<file path="src/hdl/lfuab_pkg.sv">
`timescale 1ns / 1ps
// ----------------------------------------------------------------------------
// lfuab_pkg: shared types and constants of the LFU cache directory
// Command and status groups between controller and datapath, reset values of
// the aging registers and the fixed stream field widths.
// ----------------------------------------------------------------------------
package lfuab_pkg;

  localparam int IN_KEY_W     = 40;
  localparam int OUT_SLOT_W   = 8;
  localparam int OUT_KEY_W    = 40;
  localparam int OUT_TDATA_W  = 56;
  localparam int CFG_W        = 8;

  localparam logic [CFG_W-1:0] AGING_PERIOD_RESET = 8'd20;
  localparam logic [CFG_W-1:0] MISS_PHASE_RESET   = 8'd19;

  typedef struct packed {
    logic start;   // load the request key and restart the scan
    logic scan;    // scan in progress, issue the next directory read
    logic commit;  // apply the update and load the result register
  } lfuab_cmd_t;

  typedef struct packed {
    logic scan_done;  // all slots have been evaluated
    logic out_free;   // result register can take a new result
  } lfuab_status_t;

endpackage

</file>
<file path="src/hdl/lfuab_ctrl.sv">
`timescale 1ns / 1ps
// ----------------------------------------------------------------------------
// lfuab_ctrl: request sequencer of the LFU cache directory
// Accepts a request, runs the directory scan and commits the update once the
// result register is free.
// ----------------------------------------------------------------------------
module lfuab_ctrl (
  input  logic                    clk,
  input  logic                    rst_n,
  input  logic                    in_tvalid,
  output logic                    in_tready,
  input  lfuab_pkg::lfuab_status_t status,
  output lfuab_pkg::lfuab_cmd_t    cmd
);
  import lfuab_pkg::*;

  typedef enum logic [2:0] {
    ST_IDLE = 3'b001,
    ST_SCAN = 3'b010,
    ST_UPD  = 3'b100
  } state_t;

  state_t state_r, state_nxt;

  always_comb begin
    state_nxt  = state_r;
    cmd        = '0;
    in_tready  = 1'b0;
    unique case (state_r)
      ST_IDLE: begin
        in_tready = 1'b1;
        if (in_tvalid) begin
          cmd.start = 1'b1;
          state_nxt = ST_SCAN;
        end
      end
      ST_SCAN: begin
        cmd.scan = 1'b1;
        if (status.scan_done) begin
          state_nxt = ST_UPD;
        end
      end
      ST_UPD: begin
        if (status.out_free) begin
          cmd.commit = 1'b1;
          state_nxt  = ST_IDLE;
        end
      end
      default: begin
        state_nxt = ST_IDLE;
      end
    endcase
  end

  always_ff @(posedge clk) begin
    if (!rst_n) begin
      state_r <= ST_IDLE;
    end else begin
      state_r <= state_nxt;
    end
  end

endmodule

</file>
<file path="config.mk">
export PLATFORM = sky130hd
export DESIGN_NAME = lfuab_ctrl
export DESIGN_NICKNAME = d
export VERILOG_FILES = /design/src/hdl/lfuab_pkg.sv /design/src/hdl/lfuab_ctrl.sv
export SDC_FILE = /design/constraint.sdc
export NUM_CORES = 1
export LEC_CHECK = 0
export ABC_CLOCK_PERIOD_IN_PS = 2400
export BUFFER_PORTS_ARGS = -buffer_cell sky130_fd_sc_hd__buf_4
export CAP_MARGIN = 10
export CORE_AREA = 2 2 39 41
export CTS_BUF_LIST = sky130_fd_sc_hd__clkbuf_16
export CTS_CLUSTER_DIAMETER = 100
export DETAILED_ROUTE_END_ITERATION = 8
export DIE_AREA = 0 0 41 43
export SYNTH_ARGS = -nofsm -noshare
export SYNTH_HDL_FRONTEND = slang
export SYNTH_SLANG_ARGS = --single-unit
</file>
<file path="constraint.sdc">
create_clock -name clk -period 2.4 [get_ports clk]
set_clock_uncertainty 0.1 [all_clocks]
set_input_delay 0.24 -clock clk [delete_from_list [all_inputs] [get_ports clk]]
set_output_delay 0.24 -clock clk [all_outputs]
set_load 0.1 [all_outputs]
</file>
### Word level (Yosys, flattened, before mapping)

Cells that the tools add are included.
W data, S select, Z words.

| operators by class | value |
|---|---|
| reductions and logical operators | 1 |
| mux-type cells | 10 |
| equal/unequal tests | 6 |

Operators with widths:

| cell | count |
|---|---|
| $mux W3 | 3 |
| $pmux W3 S3 | 1 |
| $mux W1 | 6 |
| $ne A2 B2 Y1 const B | 3 |
| $eq A3 B1 Y1 const B | 1 |
| $eq A3 B2 Y1 const B | 1 |
| $eq A3 B3 Y1 const B | 1 |
| $reduce_and A3 Y1 | 1 |

| word-level totals | value |
|---|---|
| output and inout bits | 4 |
| input bits | 5 |
| bits in registers | 3 |
| word-level logic and storage cells | 18 |

### Depth between registers and ports, before layout

Gate-level depths: netlist of the first run.

| depth | value |
|---|---|
| word-level depth | 3 |
| depth in mapped cells | 3 |
| depth with buffers taken out | 2 |

### Least setup slack after synthesis of the first run

No wires, ideal clock.

| timing | value |
|---|---|
| path type | register -> output |
| from | register state_r[1] |
| to | output port cmd[0] (netlist bit) |
| cell stages (with the launch flop) | 4 |
| path buffers | 1 |
| arrival time | 2793 ps |
| setup slack | -733 ps |
| required time | 2060 ps |
| cell sequence | dfxtp_1 -> buf_4 -> nand2b_1 -> nor3b_1 |

RTL lines:

| what | RTL line | RTL |
|---|---|---|
| start, declared | lfuab_ctrl.sv:23 | `state_t state_r, state_nxt;` |
| start signal, assigned | lfuab_ctrl.sv:59 | `state_r <= state_nxt;` |
| end, declared | lfuab_ctrl.sv:13 | `output lfuab_pkg::lfuab_cmd_t cmd` |

==> impl_metrics.env, run 1 <==
export IMPL_status="completed"
export IMPL_internal_power_mw=0.288
export IMPL_whs_endpoint="state_r[0]"
export IMPL_synthDistinctLibCells=14
export IMPL_power_density_nw_per_um2=1070
export IMPL_grt_start_max_net_pins=11
export IMPL_period_share=0.704
export IMPL_stdcell_count=49
export IMPL_vias=198
export IMPL_r2r_slack_ps=1230
export IMPL_grt_overflow_total=0
export IMPL_yosys_warnings=0
export IMPL_first_global_vias=184
export IMPL_hp_start="rst_n"
export IMPL_finalSetupViolations=0
export IMPL_finalMaxSlewViolations=0
export IMPL_final_nets=39
export IMPL_io_pins=9
export IMPL_routed_wirelength_microns=463
export IMPL_crit_required_ps=2060
export IMPL_post_cts_buffers=0
export IMPL_whs_path_depth=2
export IMPL_via_per_inst=4.04
export IMPL_p_leak_nw=0.147
export IMPL_clock_latency_ps=220
export IMPL_critPathKind="flip-flop to output pin"
export IMPL_ctsResizeCount=0
export IMPL_core_sq_um=1380
export IMPL_p_sw_frac=0.250
export IMPL_avgRoutedWirePerCell_microns=9.45
export IMPL_start_util=0.143
export IMPL_row_count=14
export IMPL_power_frac_clock=0.675
export IMPL_ys_seq_area_frac=0.304
export IMPL_yosys_top_cells_area="dfxtp_1, nor3b_1, nand2b_1, or3b_1, nand3b_1"
export IMPL_largest_reg_flops=3
export IMPL_rr_endpoint="state_r[1]"
export IMPL_final_hold_violation_count=0
export IMPL_netlist_instances=23
export IMPL_root_buffer="clkbuf_16"
export IMPL_die_y_microns=43
export IMPL_slew_limit_headroom=0.789
export IMPL_finalCriticalPeriod_ps=1690
export IMPL_grt_pass1_wl_microns=779
export IMPL_synth_top_area_share=0.304
export IMPL_synth_ff_latch_count=3
export IMPL_seqPwrFrac=0.159
export IMPL_top_regs="state_r: 3 flops"
export IMPL_finish_instance_area_sq_um=358
export IMPL_syn_to_final_growth_pct=81.0
export IMPL_drc=0
export IMPL_worstSetupStartpointType="flip-flop"
export IMPL_switching_power_mw=0.0959
export IMPL_max_slew_worst_pin_slew_ps=317
export IMPL_largest_register="state_r"
export IMPL_vdd_drop_max_v=0.000358
export IMPL_dieArea_sq_um=1760
export IMPL_clockBufferDepth=2
export IMPL_combPwrFrac=0.166
export IMPL_path_cells="nand2b_1, nor3b_2, buf_4"
export IMPL_arrival_ps=1350
export IMPL_reg2regPathDepth=2
export IMPL_grt_use_total=0.0723
export IMPL_dr_pass1_iters=4
export IMPL_numCtsBuffers=3
export IMPL_timing_rr_start="state_r[1]"
export IMPL_final_antenna_net_count=0
export IMPL_syn_num_nets=28
export IMPL_fp_dieW_microns=41
export IMPL_tritoncts="done"
export IMPL_port_buffers=8
export IMPL_cp_slowest_cell="dfxtp_1"
export IMPL_synth_top_area_cell="dfxtp_1"
export IMPL_rsz0062_at_grt="no"
export IMPL_hold_buffers=0
export IMPL_drtIter0Drc=2
export IMPL_final_setup_tns_ps=0
export IMPL_dpl_cell_area_sq_um=279
export IMPL_clkSlewWorstSetupHoldPaths_ps=30
export IMPL_holdWs_ps=138
export IMPL_htree_levels=1
export IMPL_antenna_found_initial=0
export IMPL_maxCapViolCount=0
export IMPL_crit_path_end_kind="output pin"
export IMPL_nFillCells=152
export IMPL_hp_class="input pin to flip-flop"
export IMPL_avgSynthCellArea_sq_um=8.60
export IMPL_numClockSinks=3
export IMPL_dp_cells=45
export IMPL_fmax_ghz=0.591
export IMPL_diodes=0
export IMPL_finalWeightedCongestion=0.704
export IMPL_crit_buf_inv=1
export IMPL_critPathMaxStageDelay_ps=490
export IMPL_critPathTopFamily="flip-flops"
export IMPL_drive_above_1_share=0.455
export IMPL_netlist_area_sq_um=198
export IMPL_path_max_fanout=9
-- metal layers --
layer,part of all wire,up-vias,track usage
li1,-,103,-
met5,0,-,0
met1,0.47,85,0.0932
met2,0.42,8,0.0781
met4,0.041,0,0.0800
met3,0.065,2,0.0314
-- placed cells by master (no fill, tap or decap) --
cell,synthesis,final
buf_4,1,8
nor3b_2,0,3
nand2b_1,3,3
clkbuf_16,0,3
dfxtp_1,3,3
or3b_1,2,2
nand3b_1,2,2
a21oi_1,2,2
nand2_1,1,1
nor3_2,0,1
nor2_1,1,1
a211o_1,1,1
o21ai_0,1,1
o2111ai_1,1,1
inv_1,0,1
-- worst max-delay path by stage --
stage	from	end	slack, ps	depth (start not counted)
2_1_floorplan	state_r[1]	cmd[0]	230	3
3_3_place_gp	state_r[2]	cmd[0]	960	3
3_5_place_dp	state_r[2]	cmd[0]	940	3
4_1_cts	state_r[2]	cmd[0]	700	3
5_1_grt	state_r[2]	cmd[0]	590	3
6_report	state_r[2]	cmd[0]	710	3
-- cells by family after synthesis --
| logic type | after synthesis | share of synthesized area |
|---|---|---|
| flip-flops | 3 | 0.304 |
| buffers and inverters | 2 | 0.0949 |
| AO/OA/AOI/OAI | 5 | 0.165 |
| AND/OR/NAND/NOR | 13 | 0.437 |
-- cell usage after synthesis --
library cell / instances
nor3b_1: 3
nand2b_1: 3
dfxtp_1: 3
a211o_1: 1
buf_4: 1
nor3_1: 1
a21oi_1: 2
nor2_1: 1
o21ai_0: 1
o2111ai_1: 1
or3b_1: 2
buf_6: 1
nand3b_1: 2
nand2_1: 1
-- per-stage QoR --
stage | total power [mW] | util | worst slack, ps
detailed placement | 0.126 | 0.202 | 938
global placement | 0.126 | 0.202 | 960
global route | 0.397 | 0.259 | 589
CTS | 0.389 | 0.259 | 698
finish | 0.384 | 0.259 | 709
floorplan | 0.115 | - | 234
-- power by group through the flow --
| stage | Sequential, mW | Combinational (mW) | Clock (mW) |
|---|---|---|---|
| floorplan | 0.0552 | 0.0593 | 0 |
| global placement | 0.0616 | 0.0639 | 0 |
| detailed placement | 0.0617 | 0.0645 | 0 |
| CTS | 0.0611 | 0.0644 | 0.263 |
| global route | 0.0624 | 0.0669 | 0.268 |
| finish | 0.0612 | 0.0637 | 0.259 |
-- area by class of cell --
cell class	count	area (sq um)	share of cell area
multi-input cells	18	139	0.388
clock buffers	3	75.1	0.210
flip-flops and latches	3	60.1	0.168
repair buffers	8	60.1	0.168
well taps	16	20.0	0.0559
clock inverters	1	3.75	0.0105
Note: power is estimated with default switching activity, not from simulation.
==> run 2: changes to the inputs <==
Settings changed: ABC_CLOCK_PERIOD_IN_PS 2400 to 1700.
Clock period 2.4 ns to 1.7 ns, I/O delays scaled along.
==> run 2 against run 1 <==
Net effect: first-iteration DRC count unchanged; die area is the same; cell count did not move; clock-buffer cell count unchanged; critical path depth unchanged; routed wire length is 2.4% higher; global-route usage decreased by 0.72 points; worst hold slack got worse by 68 ps; worst setup slack worse by 620 ps; largest power group unchanged; highest routed layer is now met3.
==> impl_metrics.env, run 2 (same netlist as run 1, synthesis figures left out) <==
export IMPL_max_slew_worst_pin_slew_ps=378
export IMPL_status="completed"
export IMPL_finalWeightedCongestion=0.691
export IMPL_numCtsBuffers=3
export IMPL_period_share=0.945
export IMPL_vias=209
export IMPL_worstSetupStartpointType="flip-flop"
export IMPL_antenna_found_initial=0
export IMPL_internal_power_mw=0.407
export IMPL_combPwrFrac=0.168
export IMPL_finish_instance_area_sq_um=365
export IMPL_rsz0062_at_grt="no"
export IMPL_crit_required_ps=1430
export IMPL_fp_dieW_microns=41
export IMPL_grt_start_max_net_pins=11
export IMPL_power_frac_clock=0.670
export IMPL_final_hold_violation_count=0
export IMPL_core_sq_um=1380
export IMPL_drtIter0Drc=2
export IMPL_clockBufferDepth=2
export IMPL_critPathMaxStageDelay_ps=390
export IMPL_power_density_nw_per_um2=1480
export IMPL_top_regs="state_r: 3 flops"
export IMPL_grt_pass1_wl_microns=703
export IMPL_nFillCells=161
export IMPL_start_util=0.143
export IMPL_hp_class="input pin to flip-flop"
export IMPL_avgRoutedWirePerCell_microns=9.67
export IMPL_layout_commonest_cell="buf_4"
export IMPL_tritoncts="done"
export IMPL_syn_to_final_growth_pct=84.8
export IMPL_via_per_inst=4.27
export IMPL_io_pins=9
export IMPL_final_nets=39
export IMPL_dpl_cell_area_sq_um=285
export IMPL_first_global_vias=181
export IMPL_p_sw_frac=0.246
export IMPL_finalCriticalPeriod_ps=1610
export IMPL_critPathTopFamily="simple AND/OR/NAND/NOR gates"
export IMPL_clock_latency_ps=220
export IMPL_layout_common_cells="buf_4, nand2b_1, clkbuf_16"
export IMPL_power_mw=0.540
export IMPL_final_antenna_net_count=0
export IMPL_clkSlewWorstSetupHoldPaths_ps=30
export IMPL_switching_power_mw=0.133
export IMPL_drc=0
export IMPL_row_count=14
export IMPL_finalMaxSlewViolations=0
export IMPL_routed_wirelength_microns=474
export IMPL_arrival_ps=1340
export IMPL_finalSetupViolations=0
export IMPL_vdd_drop_max_v=0.000728
export IMPL_cp_slowest_cell="dfxtp_1"
export IMPL_diodes=0
export IMPL_fmax_ghz=0.623
export IMPL_crit_path_end_kind="output pin"
export IMPL_slew_limit_headroom=0.748
export IMPL_crit_buf_inv=1
export IMPL_critPathKind="flip-flop to output pin"
export IMPL_path_max_fanout=10
export IMPL_largest_register="state_r"
export IMPL_port_buffers=8
export IMPL_seqPwrFrac=0.162
export IMPL_dieArea_sq_um=1760
export IMPL_grt_use_total=0.0651
export IMPL_dr_pass1_iters=3
export IMPL_drive_above_1_share=0.485
export IMPL_root_buffer="clkbuf_16"
export IMPL_maxCapViolCount=0
export IMPL_htree_levels=1
export IMPL_p_leak_nw=0.156
export IMPL_numClockSinks=3
export IMPL_die_y_microns=43
export IMPL_largest_reg_flops=3
export IMPL_grt_overflow_total=0
export IMPL_fin_util=0.264
export IMPL_hold_buffers=0
export IMPL_path_cells="nand2b_1, nor3b_4, buf_4"
==> run 2: changes by cell type in the layout (fill, tap and decap cells not counted) <==
| cell | previous run | this run |
|---|---|---|
| dfxtp_1 | 3 | 2 |
| dfxtp_2 | 0 | 1 |
| nor3b_2 | 3 | 2 |
| nor3b_4 | 0 | 1 |
==> run 2: routing by layer <==
| metal | vias up | part of all wire | global-route usage |
|---|---|---|---|
| li1 | 104 | - | - |
| met1 | 99 | 0.41 | 0.0607 |
| met2 | 6 | 0.49 | 0.0844 |
| met3 | 0 | 0.10 | 0.0838 |
| met4 | 0 | 0 | 0.0200 |
| met5 | - | 0 | 0 |
==> run 2: per-stage QoR <==
step	worst slack, ps	hold WS (ps)	instances	TNS (ps)
3_5_place_dp	264	300	45	0
6_report	93.6	69.9	49	0
4_1_cts	37.3	71.8	49	0
2_1_floorplan	-223	151	23	-701
5_1_grt	28.4	67.3	49	0
3_3_place_gp	283	288	45	0
==> run 2: timing repair <==
action	4_1_cts	5_1_grt
setup buffers	0	0
resized for setup	0	1
setup endpoints to repair	0	1
==> run 2: final cells by class <==
class	count	area, sq um	area share
Multi-Input combinational cell	18	145	0.397
Sequential cell	3	61.3	0.168
Timing Repair Buffer	8	60.1	0.164
Clock buffer	3	75.1	0.205
Clock inverter	1	3.75	0.0103
Tap cell	16	20.0	0.0548
==> run 2: power by group through the flow <==
stage               registers, mW  logic, mW  clock network, mW
detailed placement         0.0886     0.0910                  0
finish                     0.0877     0.0904              0.362
CTS                        0.0877     0.0912              0.370
global route               0.0887     0.0941              0.383
floorplan                  0.0779     0.0851                  0
global placement           0.0878     0.0903                  0
==> run 2: final timing paths <==
kind | start | endpoint | slack [ps] | cells past startpoint
min | rst_n | state_r[0] | 70 | 2
max reg2reg | state_r[1] | state_r[1] | 490 | 2
min reg2reg | state_r[1] | state_r[2] | 510 | 2
max | state_r[1] | cmd[0] | 90 | 3
